--- src/rtl/core/ccf_pkg.sv ---
// shared types and constants for the class counted fifo with cancel
// no dependencies
`timescale 1ns / 1ps

package ccf_pkg;

	localparam int TYPE_COUNT_DEF  = 64;
	localparam int QUEUE_DEPTH_DEF = 256;

	localparam int ACT_W   = 3;
	localparam int TYPE_W  = 6;
	localparam int CRED_W  = 16;
	localparam int CNT_W   = 7;
	localparam int SUM_W   = 13;
	localparam int STAT_W  = 2;

	localparam logic [CNT_W-1:0] LIMIT_RESET = 7'd99;

	typedef enum logic [ACT_W-1:0] {
		ACT_ADD    = 3'd0,
		ACT_REMOVE = 3'd1,
		ACT_CANCEL = 3'd2,
		ACT_COUNT  = 3'd3,
		ACT_SET    = 3'd4
	} action_t;

	localparam logic [STAT_W-1:0] STAT_OK      = 2'd0;
	localparam logic [STAT_W-1:0] STAT_MISS    = 2'd1;
	localparam logic [STAT_W-1:0] STAT_REFUSED = 2'd2;

	typedef enum logic [3:0] {
		S_IDLE,
		S_CMD,
		S_ADD1,
		S_ADD2,
		S_RH1,
		S_RH2,
		S_WALK,
		S_CX,
		S_FIN
	} state_t;

	// counter write: old value goes along so the running sum can follow
	typedef struct packed {
		logic              we;
		logic [TYPE_W-1:0] addr;
		logic [CNT_W-1:0]  wdata;
		logic [CNT_W-1:0]  old;
	} cnt_wr_t;

endpackage

--- src/rtl/core/ccf_ram.sv ---
// generic single write port, single read port ram with registered read
// no dependencies
`timescale 1ns / 1ps

module ccf_ram #(
	parameter int WIDTH = 8,
	parameter int DEPTH = 16
) (
	input  logic                     clk,
	input  logic                     we,
	input  logic [$clog2(DEPTH)-1:0] waddr,
	input  logic [WIDTH-1:0]         wdata,
	input  logic [$clog2(DEPTH)-1:0] raddr,
	output logic [WIDTH-1:0]         rdata
);

	logic [WIDTH-1:0] mem [DEPTH];

	always_ff @(posedge clk) begin
		if (we) begin
			mem[waddr] <= wdata;
		end
		rdata <= mem[raddr];
	end

endmodule

--- src/rtl/core/ccf_cnt.sv ---
// per type counters in a ram with valid bits, plus the running sum
// depends on ccf_pkg and ccf_ram
`timescale 1ns / 1ps

module ccf_cnt #(
	parameter int TYPE_COUNT = ccf_pkg::TYPE_COUNT_DEF
) (
	input  logic                        clk,
	input  logic                        arst_n,
	input  logic [ccf_pkg::TYPE_W-1:0]  raddr,
	input  ccf_pkg::cnt_wr_t            wr,
	output logic [ccf_pkg::CNT_W-1:0]   rd_val,
	output logic [ccf_pkg::SUM_W-1:0]   sum
);
	import ccf_pkg::*;

	localparam int TW = $clog2(TYPE_COUNT);

	logic [(2**TW)-1:0] valid_q;
	logic               rd_vld_q;
	logic [CNT_W-1:0]   rdata;
	logic [SUM_W-1:0]   sum_q;

	ccf_ram #(.WIDTH(CNT_W), .DEPTH(TYPE_COUNT)) u_ram (
		.clk   (clk),
		.we    (wr.we),
		.waddr (wr.addr[TW-1:0]),
		.wdata (wr.wdata),
		.raddr (raddr[TW-1:0]),
		.rdata (rdata)
	);

	always_ff @(posedge clk or negedge arst_n) begin
		if (!arst_n) begin
			valid_q  <= '0;
			rd_vld_q <= 1'b0;
			sum_q    <= '0;
		end else begin
			rd_vld_q <= valid_q[raddr[TW-1:0]];
			if (wr.we) begin
				valid_q[wr.addr[TW-1:0]] <= 1'b1;
				sum_q <= sum_q - SUM_W'(wr.old) + SUM_W'(wr.wdata);
			end
		end
	end

	// never written counter reads as zero
	assign rd_val = rd_vld_q ? rdata : '0;
	assign sum    = sum_q;

endmodule

--- config.mk ---
export PLATFORM = sky130hd
export DESIGN_NAME = ccf_cnt
export DESIGN_NICKNAME = d
export VERILOG_FILES = /design/src/rtl/core/ccf_pkg.sv /design/src/rtl/core/ccf_ram.sv /design/src/rtl/core/ccf_cnt.sv
export SDC_FILE = /design/constraint.sdc
export NUM_CORES = 1
export LEC_CHECK = 0
export BUFFER_PORTS_ARGS = -buffer_cell sky130_fd_sc_hd__buf_2
export CORE_MARGIN = 2
export CORE_UTILIZATION = 60
export CTS_BUF_LIST = sky130_fd_sc_hd__clkbuf_4
export DETAILED_ROUTE_END_ITERATION = 6
export PLACE_DENSITY_LB_ADDON = 0.3
export SYNTH_ARGS = -nofsm -noshare
export SYNTH_HDL_FRONTEND = slang
export SYNTH_SLANG_ARGS = --single-unit
--- constraint.sdc ---
create_clock -name clk -period 7.5 [get_ports clk]
set_clock_uncertainty 0.15 [all_clocks]
set_input_delay 0.75 -clock clk [delete_from_list [all_inputs] [get_ports clk]]
set_output_delay 0.75 -clock clk [all_outputs]
set_load 0.05 [all_outputs]
* Word level (Yosys, flattened, before mapping) *
Memories as Yosys holds them, arrays and structs flattened. A register that Yosys moved wholly into a read port is not among the register bits.
Cells that the tools add are included.

word-level totals
  flip-flop bits (word level) = 78
  bits in writable memories = 448
  input bits = 29
  word-level logic and storage cells = 18
  memories kept = 1

operators by class
  $add $sub $neg = 2
  $lt $le $gt $ge = 3
  multiplexer cells = 7
  bitwise gates (word level) = 1
  reductions and logical operators = 1

memory list
  name       words  width  rd ports  clocked after memory_dff  write ports  line           text
  u_ram.mem  64     7      1         1                         1            ccf_ram.sv:17  logic [WIDTH-1:0] mem [DEPTH];

operators with widths
  cell                                                  count
  OR 64 bit                                             1
  < comparator 6 x 7 -> 1 bit (second input constant)   2
  adder 13 x 7 -> 13 bit                                1
  subtractor 13 x 7 -> 13 bit                           1
  2-to-1 mux 7 bit                                      1
  binary-select mux 1 bit (select 6 bit)                1
  demux 1 bit (select 6 bit)                            1
  >= comparator 6 x 1 -> 1 bit (second input constant)  1
  2-to-1 mux 1 bit                                      4
  logical AND 1 bit                                     1

* Longest topological paths before layout *
  depth after elaboration = 5
  gate-level depth with buffers = 11

* Cells and area by module *
A second synthesis with hierarchy kept.

second synthesis, totals
  cell total of the unflattened synthesis = 1199
  area, all modules = 21912.3 sq um

modules (own cells, without submodules)
  module   times used  cells each  area each (sq um)  seq. area each (sq um)
  ccf_ram  1           827         17635.7            13593.0
  ccf_cnt  1           372         4276.6             1951.9

* Worst setup path before layout *
OpenSTA, ideal clock, no wires.

  path type = input-to-reg
  start = in wr[8] (netlist bit)
  end = reg sum_q[10], in the netlist sum[10]
  setup time = 124 ps
  data arrival time = 2877 ps
  required time = 7226 ps
  path slack = 4349 ps
  stages on the path = 10
  buffers on the path = 0
  path through = inv_1 fa_1 inv_1 fa_1 a21oi_1 o22ai_1 o22ai_1 inv_1 a21o_1 a211o_1

between the ends
  longest elaborated chain between the ends = 1

RTL lines
  item                    line           text
  from (decl)             ccf_cnt.sv:11  input ccf_pkg::cnt_wr_t wr,
  adder 13 x 7 -> 13 bit  ccf_cnt.sv:42  sum_q <= sum_q - SUM_W'(wr.old) + SUM_W'(wr.wdata);
  to (signal assigned)    ccf_cnt.sv:42
  to (decl)               ccf_cnt.sv:22  logic [SUM_W-1:0] sum_q;

No other way between the ends.
A chain may end at the register's enable or synchronous reset.

* Worst setup path in the final report *
  start = in wr[9] (netlist bit)
  end = reg sum_q[10], in the netlist sum[10]

The elaborated chain is that of the path after synthesis.

==> reports/metrics.yaml <==
floorplanning:
  die_h_um: 193.5
  io_pins: 49
  rows: 69
  design.core.area_sq_um: 35480
  die_w_um: 193.5
  die_area_sq_um: 37450
  start_util_pct: 60.73
synthesis:
  synthTopCellsByArea: "edfxtp_1, mux4_2, dfrtp_1, mux2i_1, or2_2"
  synthArstFlopShare_pct: 14.63
  synth_nets: 1222
  ys_ff_latch: 533
  netlist_area_sq_um: 21550
  postSynthAreaPerCell_sq_um: 18.37
  yosysWarnings: 0
  synth_ff_type: "edfxtp_1"
  synth_top_cell_area_share_pct: 62.43
  synth_cell_types: 49
  synth_edf_count: 448
  synth_top_area_cell: "edfxtp_1"
  ys_seq_area_share_pct: 72.14
  synth_cells: 1173
clocking:
  cts.sinks: 533
  clk_latency_ns: 0.81
  cts_root_buf: "clkbuf_4"
  cts_tree: "built"
  clockBufferDepth: 3
  htreeDepth: 4
  numCtsBuffers: 135
  clkTransAtPathRegs_ns: 0.07
  cts_setup_buffers: 0
route:
  drcViolationCount: 0
  routed_wl_um: 44680
  avgRoutedWirePerCell_um: 23.66
  dr.first_iter.drc_count: 871
  ant_nets: 0
  vias: 11398
  routed_via_density: 6.037
  dr.pass1.iters: 6
sta:
  worst_pin_slew_ns: 1.215
  fin_crit_ns: 3.437
  hold_viol: 0
  maxSlewHeadroom_pct: 19.02
  period_share_pct: 45.82
  rsz0062_at_grt: "false"
  fmax_mhz: 291.0
  setup_violations: 0
  slew_viol_final: 0
  tns_ns: 0
power:
  p_total_w: 0.006986
  power_density_nw_per_um2: 291.7
  clkPwrFrac_pct: 35.5
  leakage_nw: 8.633
  p_comb_share_pct: 15.7
  p_seq_share_pct: 48.8
  p_sw_w: 0.001866
  internal-power_w: 0.005120
  switching_share_pct: 26.71
  ir_drop_mv: 0.2940
critical_path:
  reg2reg_from: "sum[1]$_DFFE_PN0P_"
  crit_arrival_ns: 3.96
  reg2reg_depth: 10
  cp-start-kind: "input port"
  critPathLaunch: "wr[9]"
  crit_end: "sum[10]$_DFFE_PN0P_"
  r2r_end: "sum[10]$_DFFE_PN0P_"
  cp-end-kind: "register"
  cp.required_ns: 8.02
  reg2reg_setup_slack_ns: 4.48
  cp_max_fo: 65
  critical_path_class: "in -> reg"
final_layout:
  syn2layout_area_growth_pct: 11.15
  nFillCells: 2317
  multi_input_area_sq_um: 5522
  finalNetCount: 1362
  layoutNonFillerInstCount: 1888
  regArea_sq_um: 15540
  drive_gt1_share_pct: 31.65
  utilization_pct: 67.50
grt:
  grt_pass1_vias: 11936
  grt_pass1_wl_um: 68810
  grt_max_degree: 86
  grt_use_total_pct: 24.58
  grt-ovfl-total: 0
  antenna_found_initial: 4
job:
  maxCapViolCount: 0
outcome:
  outcome: "complete, no violations"
place:
  port_buffers: 48
  place_inst: 1636
  hpwlAfterDp_um: 26400
  gp_congestion: 0.8193
worst_hold_path:
  hp-class: "in -> async"
## per-layer routing
metal  vias up  GRT usage (%)  share of wire [%]
met3       100          7.061                7.6
met5         -              0              0.038
met4         2          9.839                2.4
met1      5801          33.23                 41
li1       5008              -                  -
met2       487          38.32                 49
## cell families (layout without fill, tap and decap cells)
family,Yosys count,count (layout),share of synthesized area (%)
other,0,5,0
multiplexers,189,189,15.28
flip-flops,533,533,72.14
AO/OA/AOI/OAI,114,114,3.548
buffers and inverters,98,347,2.236
AND/OR/NAND/NOR,211,211,5.063
adder cells (fa/ha/maj),20,20,1.405
XOR/XNOR,8,8,0.3252
## registers in the layout, summed over array words and instances (netlist names)
register	flops
u_ram.mem	448
valid_q	64
sum	13
u_ram.rdata	7
rd_vld_q	1
## area by class of cell
cell class	instances	area share, %
repair buffers	62	1.567
clock inverters	49	1.233
well taps	461	2.408
inverters	39	0.6112
multi-input cells	542	23.05
clock buffers	197	6.175
flip-flops and latches	533	64.90
diodes	5	0.05224
## Yosys cell counts (15+ instances only)
master    count
a211oi_1     15
a21oi_1      15
clkbuf_1     26
dfrtp_1      78
edfxtp_1    448
inv_1        39
mux2i_1      77
mux4_2      112
nor2_1       81
o21ai_0      26
o22ai_1      19
or2_2        65
## metrics by stage
step           hold WS, ns  cell area (sq um)  worst slack, ns
4_1_cts             0.1209              23940            4.117
3_5_place_dp        0.2995              22160            3.274
5_1_grt             0.1428              23940            3.736
3_3_place_gp        0.2939              22160            3.381
2_1_floorplan       0.2837              21550            4.349
6_report            0.1848              23950            4.063
## placed cells by master, fill, tap and decap left out, types with 5 or more instances in the layout
master     synthesis  final
fa_1               7      7
o221ai_1           5      5
inv_1             39     39
xnor2_1            5      5
clkinv_1           0     36
nand2b_1           5      5
nand2_1           13     13
nand3b_1           5      5
diode_2            0      5
nor2b_1            8      8
buf_4              8     14
a221oi_1           5      5
edfxtp_1         448    448
ha_1              13     13
o21ai_0           26     26
and2_1             8      8
buf_2             13     45
o22ai_1           19     19
dfxtp_1            7      7
a211oi_1          15     15
mux4_2           112    112
inv_2              0      6
clkbuf_4           0    197
mux2i_1           77     77
dfrtp_1           78     78
nor2_1            81     81
or2_2             65     65
a21oi_1           15     15
a2111oi_0          5      5
nand3_1           12     12
## how the worst min path moves through the flow
stage | start | endpoint | slack [ns] | depth (start not counted)
2_1_floorplan | valid_q[10]$_DFFE_PN0P_ | valid_q[10]$_DFFE_PN0P_ | 0.28 | 1
6_report | arst_n | sum[4]$_DFFE_PN0P_ | 0.18 | 2
5_1_grt | arst_n | sum[4]$_DFFE_PN0P_ | 0.14 | 2
3_5_place_dp | valid_q[50]$_DFFE_PN0P_ | valid_q[50]$_DFFE_PN0P_ | 0.30 | 1
3_3_place_gp | valid_q[27]$_DFFE_PN0P_ | valid_q[27]$_DFFE_PN0P_ | 0.29 | 1
4_1_cts | arst_n | sum[4]$_DFFE_PN0P_ | 0.12 | 2
## power groups by stage
| stage | Combinational, W | Clock, W | Sequential, W |
|---|---|---|---|
| final | 0.00110 | 0.00248 | 0.00341 |
| after global routing | 0.00121 | 0.00269 | 0.00342 |
| after CTS | 0.00110 | 0.00253 | 0.00341 |
| after detailed placement | 0.00109 | 0 | 0.00347 |
| after global placement | 0.00107 | 0 | 0.00346 |
| after floorplan | 0.000715 | 0 | 0.00357 |
## critical path, cell delays in order
cell,delay (ns)
buf_2,0.80
inv_1,0.15
fa_1,0.55
inv_1,0.04
ha_1,0.33
a21oi_1,0.21
o22ai_1,0.14
o22ai_1,0.40
inv_1,0.12
a21o_1,0.20
a211o_1,0.25
## what timing repair did
item	4_1_cts	5_1_grt
resized for setup	0	0
hold buffers	1	0
hold endpoints to repair	9	0
(Power assumes the default switching activity.)
