`src/rtl/core/ccf_ram.sv`:
```
// generic single write port, single read port ram with registered read
// no dependencies
`timescale 1ns / 1ps

module ccf_ram #(
	parameter int WIDTH = 8,
	parameter int DEPTH = 16
) (
	input  logic                     clk,
	input  logic                     we,
	input  logic [$clog2(DEPTH)-1:0] waddr,
	input  logic [WIDTH-1:0]         wdata,
	input  logic [$clog2(DEPTH)-1:0] raddr,
	output logic [WIDTH-1:0]         rdata
);

	logic [WIDTH-1:0] mem [DEPTH];

	always_ff @(posedge clk) begin
		if (we) begin
			mem[waddr] <= wdata;
		end
		rdata <= mem[raddr];
	end

endmodule

```
`config.mk`:
```
export PLATFORM = sky130hd
export DESIGN_NAME = ccf_ram
export DESIGN_NICKNAME = d
export VERILOG_FILES = /design/src/rtl/core/ccf_ram.sv
export SDC_FILE = /design/constraint.sdc
export NUM_CORES = 1
export LEC_CHECK = 0
export ABC_AREA = 1
export ABC_CLOCK_PERIOD_IN_PS = 1350
export BUFFER_PORTS_ARGS = -buffer_cell sky130_fd_sc_hd__buf_2
export CAP_MARGIN = 20
export CORE_MARGIN = 2
export CORE_UTILIZATION = 58
export CTS_CLUSTER_SIZE = 28
export DETAILED_ROUTE_END_ITERATION = 8
export PLACE_DENSITY = 0.75
export SYNTH_ARGS = -nofsm -noshare
export SYNTH_HDL_FRONTEND = slang
export SYNTH_SLANG_ARGS = --single-unit
```
`constraint.sdc`:
```
create_clock -name clk -period 1.35 [get_ports clk]
set_input_delay 0.27 -clock clk [delete_from_list [all_inputs] [get_ports clk]]
set_output_delay 0.27 -clock clk [all_outputs]
set_load 0.01 [all_outputs]
```
======== Yosys cells after proc, flatten, opt, wreduce, memory -nomap -nowiden ========
Memories as Yosys holds them, arrays and structs flattened. A register that Yosys moved wholly into a read port is not among the register bits.
Cells that the tools add are included.
word-level totals
  register bits after elaboration ......... 0
  bits in writable memories ............... 128
  output and inout bits ................... 8
  logic and storage cells ................. 3
  memories ................................ 1
cells by class
  muxes and demuxes ....................... 2
memory list
  name  words  width  read ports  clocked after Yosys merged registers in  write ports  line  source
  mem   16     8      1           1                                        1            17    logic [WIDTH-1:0] mem [DEPTH];
operators by type and width
  operator          count
  1-bit 2-to-1 mux  2

======== Longest topological paths before layout ========
Gate-level depths: netlist of run 1.
  depth in word-level cells ............... 2
  gate-level depth with buffers ........... 8
  gate-level depth less buffers ........... 7

======== Least setup slack after synthesis of run 1 ========
Ideal clock, no wire load.
  kind .................................... input to register
  start point ............................. input port waddr[2]
  end point ............................... memory mem[10][0] (enable)
  data arrival time ....................... 851 ps
  setup slack ............................. 129 ps
  stages .................................. 2
  cell sequence ........................... nand3b_1 -> nor2_1
RTL lines
  what             line  source
  start, declared  11    input logic [$clog2(DEPTH)-1:0] waddr,
  end, declared    17
Straight into the memory's write port.

======== Worst setup path in the final report of run 1 ========
  start point ............................. register rdata[6], read port of mem
  end point ............................... output port rdata[6]
RTL lines
  what             line  source
  start, declared  14    output logic [WIDTH-1:0] rdata
No word-level cell between the ends.

==> impl_results.md, run 1 <==
- Utilization after layout: 69.82%
- Pwr/cell area: 1532 nW/um2
- Vias in the first global route: 3,824
- Final max-slew violation count: 0
- Type of the worst setup path: reg2out
- DR WL/cell: 17.11 um
- Layout area overhead: 17.79%
- Seq cells post-synth: 136
- Pin count of the biggest net entering global routing: 38
- Synth top area cells: edfxtp_1 67%, nand2_1 11%, nand3_1 8.4%
- Antenna violations before repair: 0
- CTS tree: built
- Final min period: 1313 ps
- Row count: 36
- H-tree depth: 4
- Worst r2r path cells: 6
- Post-synth top area cell: edfxtp_1
- Synth cell types: 12
- Clock net sink count: 136
- Synthesized area: 5767 um2
- Max-slew headroom: 75.94%
- Crit Path Max Fanout: 1
- M1 GR Usage: 31.52%
- Pre-Repair DR Iteration Count: 5
- Crit-path cells: buf_2
- I/O pin count: 26
- Post-CTS Resized: 0
- Dpl ws: -7.025 ps
- Fin worst setup slack: 37.34 ps
- Die Wd: 103.7 um
- CTS buffer count: 17
- CP Buf/Inv Count: 1
- GRT Overall Usage: 25.07%
- CP arrival: 1040 ps
- Hold Crit Class: in2reg
- Filler cell count: 675
- Final Cycle Share: 97.23%
- Leakage power: 2.973 nW
- Die height: 103.7 um
- Die area: 10,760 um2
- Yosys top cell area share: 66.65%
- Met2 usage: 39.64%
- Nets: 614
- Clock Latency Late Sink: 540 ps
- Met3 usage: 7.741%
- Grt ovf: 0
- Via count: 3,928
- Seq/Total Area, Yosys: 69.43%
- RSZ-0062 raised after global routing: false
- Remaining antenna violation count after routing: 0
- WP data required: 1080 ps
- Fin. Hold Viols: 0
- DRC errors left: 0
- Hold WS: 86.97 ps
- Worst Hold Depth: 3
- Slew @ Worst Pin: 360.9 ps
- Final setup viols: 0
- Worst Setup End Kind: output port
- Max-cap violations: 0
- CP Launch Type: register
- VDD IR max: 0.9093 mV
- Dpl hpwl: 7546 um
- Post-Syn Area per Cell: 10.47 um2
- Share of layout cells above drive strength 1: 13.30%
- Postcts setup bufs: 0
- Stages on worst setup path: 1
- Reg clk slew, reported paths: 60 ps
- Slowest Stage Delay on Critical Path: 360 ps
- Status: complete, no violations
- GP Congestion: 0.8621
- CTS root buf: clkbuf_8
- Hold-fix buffers at CTS: 0
- Clock Skew: 3.929 ps
- DR vias/cell: 5.294
- Family with the most delay on the worst path: flip-flops
- First-pass GRT wire length: 19,890 um
- Total wire length: 12,690 um
- Syn Nets: 569
- CTS max path bufs: 2
- Starting Density: 59.27%
- CP max stage cell: dfxtp_1
- Antenna diodes: 0
- Post-Route Setup TNS: 0 ps
- Mapped Cells: 551
- Synth warnings: 0
- Core box area: 9729 um2
- Gr busiest metal: met2
- IO buf count: 25
- DRT iter0 DRCs: 435
- F_max: 761.8 MHz
[per-stage QoR]
step,instances,power [W],cell area (um2)
6_report,742,0.01040,6793
5_1_grt,742,0.01068,6793
4_1_cts,742,0.01042,6793
3_5_place_dp,710,0.005433,6142
3_3_place_gp,710,0.005417,6142
2_1_floorplan,551,0.005177,5767
[final cells by class]
type	instances	area, um2	area share (%)
well taps	133	166.4	2.450
inverters	102	382.9	5.636
repair buffers	50	375.4	5.526
clock inverters	12	225.2	3.316
multi-input cells	289	1214	17.87
clock buffers	20	425.4	6.263
flip-flops and latches	136	4004	58.94
[worst min-delay path, delay by kind of cell]
kind / cells / cell delay, ps
and+or+nand+nor: 2 / 140
buffers and inverters: 1 / 170
[cells by family (layout without fill, tap and decap cells)]
logic type / count (synthesis) / in the layout / synth area share (%)
simple gates: 289 / 289 / 21.05
buf+inv: 126 / 184 / 9.525
flops: 136 / 136 / 69.43
[cell usage after synthesis (all sizes together)]
library cell,instances
edfxtp,128
nand2,173
nor2,17
nand3,97
nand3b,2
inv,102
dfxtp,8
buf,24
[flip-flops by register name, summed over array words and instances, names as in the netlist]
signal,count
mem,128
rdata,8
[layer usage]
metal | share of wire, % | up-vias | wire (um)
li1 | - | 1862 | -
met1 | 39 | 1845 | 4894
met2 | 49 | 192 | 6196
met3 | 9.9 | 29 | 1261
met4 | 2.7 | 0 | 342
met5 | 0 | - | 0
[final timing paths]
path	from	to	slack (ps)
worst max-delay path	rdata[6]	rdata[6]	40
worst min-delay path	raddr[3]	rdata[2]	90
worst max register to register	mem[9][5]	rdata[5]	260
worst min register to register	mem[12][2]	rdata[2]	670
[power breakdown]
group          switching (W)  total (W)  leakage, nW  internal [W]
clock                0.00167    0.00504        0.305       0.00337
sequential         0.0000257    0.00475         1.22       0.00472
combinational       0.000421   0.000613         1.44      0.000192
total                0.00212     0.0104         2.97       0.00828
[cell usage in the layout (no fill, tap or decap), drive strengths merged]
cell,Yosys,layout
edfxtp,128,128
nand2,173,173
buf,24,50
dfxtp,8,8
clkinvlp,0,3
clkinv,0,3
nand3b,2,2
nand3,97,97
bufinv,0,6
nor2,17,17
inv,102,102
clkbuf,0,20
Power figures use the tool's default switching activity.
==> run 2: changes to the inputs <==
--- a/config.mk
+++ b/config.mk
@@ -6,14 +6,16 @@
 export NUM_CORES = 1
 export LEC_CHECK = 0
 export ABC_AREA = 1
-export ABC_CLOCK_PERIOD_IN_PS = 1350
+export ABC_CLOCK_PERIOD_IN_PS = 1100
 export BUFFER_PORTS_ARGS = -buffer_cell sky130_fd_sc_hd__buf_2
 export CAP_MARGIN = 20
 export CORE_MARGIN = 2
-export CORE_UTILIZATION = 58
+export CORE_UTILIZATION = 55
 export CTS_CLUSTER_SIZE = 28
 export DETAILED_ROUTE_END_ITERATION = 8
-export PLACE_DENSITY = 0.75
+export PLACE_DENSITY = 0.74
+export REMOVE_ABC_BUFFERS = 1
+export SLEW_MARGIN = 20
 export SYNTH_ARGS = -nofsm -noshare
 export SYNTH_HDL_FRONTEND = slang
 export SYNTH_SLANG_ARGS = --single-unit
==> constraint.sdc (replaced) <==
create_clock -name clk -period 1.1 [get_ports clk]
set_input_delay 0.22 -clock clk [delete_from_list [all_inputs] [get_ports clk]]
set_output_delay 0.22 -clock clk [all_outputs]
set_load 0.01 [all_outputs]
==> run 2 against run 1 <==
  * Largest power group unchanged
  * Largest cell class unchanged
  * First-iteration DRC count fell by 37%
  * The flow now finishes with violations (negative setup slack)
  * Final cell count rose by 1.2%
  * Sequential power up 23%
  * Highest routed layer unchanged
==> impl_results.md, run 2 (synthesis results as in run 1) <==
- Status: complete, but fails checks (was complete, no violations)
- Failing checks: negative setup slack
- Finished Layout Cells: 751 (was 742)
- Met2 usage: 39.88% (was 39.64%)
- Sw Ratio: 20.88% (was 20.37%)
- Nets: 620 (was 614)
- Grt ovf: 0 (unchanged)
- Crit Path Max Fanout: 1 (unchanged)
- Fin worst setup slack: -89.65 ps (was 37.34 ps)
- Vias in the first global route: 3,828 (was 3,824)
- Met3 usage: 5.763% (was 7.741%)
- Psw: 0.002629 W (was 0.002119 W)
- Hold-fix buffers at CTS: 0 (unchanged)
- Pwr/cell area: 1834 nW/um2 (was 1532 nW/um2)
- Final min period: 1190 ps
- Sequential Power Share: 46.4% (was 45.6%)
- Pre-Repair DR Iteration Count: 4 (was 5)
- Utilization after layout: 67.10% (was 69.82%)
- Antenna violations before repair: 0 (unchanged)
- Family with the most delay on the worst path: flip-flops (unchanged)
- IO buf count: 25 (unchanged)
- Core box area: 10,230 um2 (was 9729 um2)
- Crit-path cells: buf_6 (was buf_2)
- Clock Skew: 11.82 ps (was 3.929 ps)
- DR vias/cell: 5.188 (was 5.294)
- Starting Density: 56.37% (was 59.27%)
- Most common cell after layout, fill and taps aside: nand2_1 (unchanged)
- Placed cell count: 719 (was 710)
- VDD IR max: 1.412 mV (was 0.9093 mV)
- Final setup viols: 8 (was 0)
- Final Power: 0.01259 W (was 0.01040 W)
- Remaining antenna violation count after routing: 0 (unchanged)
- DR WL/cell: 16.60 um (was 17.11 um)
- Antenna diodes: 0 (unchanged)
- Worst Hold Depth: 1 (was 3)
- Clk pwr share: 47.5% (was 48.5%)
- Total wire length: 12,470 um (was 12,690 um)
- Slew @ Worst Pin: 355.3 ps (was 360.9 ps)
- WP data required: 880 ps (was 1080 ps)
- CP arrival: 970 ps (was 1040 ps)
- Die Wd: 106.4 um (was 103.7 um)
- Clock Latency Late Sink: 530 ps (was 540 ps)
- Largest register FFs: 128 (unchanged)
- CTS root buf: clkbuf_8 (unchanged)
- Stages on worst setup path: 1 (unchanged)
- Top Registers: mem (128), rdata (8) (unchanged)
- Fin. Hold Viols: 0 (unchanged)
- CTS tree: built (unchanged)
- CTS buffer count: 17 (unchanged)
- Leakage power: 3.013 nW (was 2.973 nW)
- Reg with most FFs: mem (unchanged)
- GP Congestion: 0.8509 (was 0.8621)
- Max-slew headroom: 76.32% (was 75.94%)
- Via count: 3,896 (was 3,928)
- RSZ-0062 raised after global routing: true (was false)
- Int Pwr: 0.009964 W (was 0.008285 W)
- I/O pin count: 26 (unchanged)
- Dpl ws: -131.0 ps (was -7.025 ps)
- Final Cycle Share: 108.2%
- Hold WS: 78.01 ps (was 86.97 ps)
- Max-cap violations: 0 (unchanged)
- Layout area overhead: 19.05% (was 17.79%)
- Die height: 106.4 um (was 103.7 um)
- Slowest Stage Delay on Critical Path: 340 ps (was 360 ps)
- DRC errors left: 0 (unchanged)
- Clock net sink count: 136 (unchanged)
- GRT Overall Usage: 23.81% (was 25.07%)
- Die area: 11,320 um2 (was 10,760 um2)
- Reg clk slew, reported paths: 60 ps (about the same)
- F_max: 840.6 MHz
- Final max-slew violation count: 0 (unchanged)
- CTS max path bufs: 2 (unchanged)
- Type of the worst setup path: reg2out (unchanged)
- Gr busiest metal: met2 (unchanged)
- Comb pwr share: 6.1% (was 5.9%)
- CP Buf/Inv Count: 1 (unchanged)
- M1 GR Usage: 30.29% (was 31.52%)
- CP max stage cell: dfxtp_2 (was dfxtp_1)
- Dpl hpwl: 7578 um (was 7546 um)
- First-pass GRT wire length: 19,770 um (was 19,890 um)
- Worst r2r path cells: 6 (unchanged)
- Worst Setup End Kind: output port (unchanged)
- CP Launch Type: register (unchanged)
- Commonest non-fill, non-tap cells in the layout: 173 x nand2_1, 128 x edfxtp_1, 100 x inv_1, 97 x nand3_1, 25 x buf_4 (was 173 x nand2_1, 128 x edfxtp_1, 100 x inv_1, 97 x nand3_1, 25 x buf_2)
- Pin count of the biggest net entering global routing: 44 (was 38)
- Share of layout cells above drive strength 1: 15.12% (was 13.30%)
- Hold Crit Class: in2reg (unchanged)
- DRT iter0 DRCs: 272 (was 435)
- H-tree depth: 4 (unchanged)
- Row count: 37 (was 36)
==> run 2: layout make-up <==
| class | count | area (um2) |
|---|---|---|
| clock inverter | 14 | 206.4 |
| timing repair buffer | 56 | 464.2 |
| fill | 737 | 3366 |
| clock buffer | 18 | 417.9 |
| tap | 136 | 170.2 |
| inverter | 102 | 382.9 |
| multi-input combinational | 289 | 1214 |
| sequential | 136 | 4010 |
==> run 2: final timing paths <==
| kind | start | endpoint | slack, ps |
|---|---|---|---|
| max | rdata[3] | rdata[3] | -90 |
| min reg2reg | mem[10][6] | rdata[6] | 660 |
| max reg2reg | mem[5][7] | rdata[7] | 130 |
| min | wdata[3] | mem[11][3] | 80 |
==> run 2: power by group through the flow <==
stage               logic (W)  registers, W  clock network [W]
CTS                  0.000772       0.00584            0.00601
global route         0.000854       0.00585            0.00625
detailed placement   0.000736       0.00594                  0
finish               0.000770       0.00584            0.00598
global placement     0.000725       0.00593                  0
floorplan            0.000313       0.00595                  0
==> run 2: what timing repair did <==
item                                    CTS  global route
endpoints found under the setup margin    8             8
setup buffers                             0             0
gates resized for setup                  10             0
==> run 2: metrics by stage <==
step | cell area, um2 | setup TNS (ps)
final | 6865 | -599.5
after global routing | 6865 | -847.1
after CTS | 6865 | -733.7
after detailed placement | 6203 | -7603
after global placement | 6203 | -5474
after floorplan | 5600 | -6976
==> run 2: layer usage <==
metal / wire, um / up-vias
met4: 265 / 0
met5: 0 / -
met3: 775 / 24
met1: 5039 / 1829
li1: - / 1874
met2: 6389 / 169
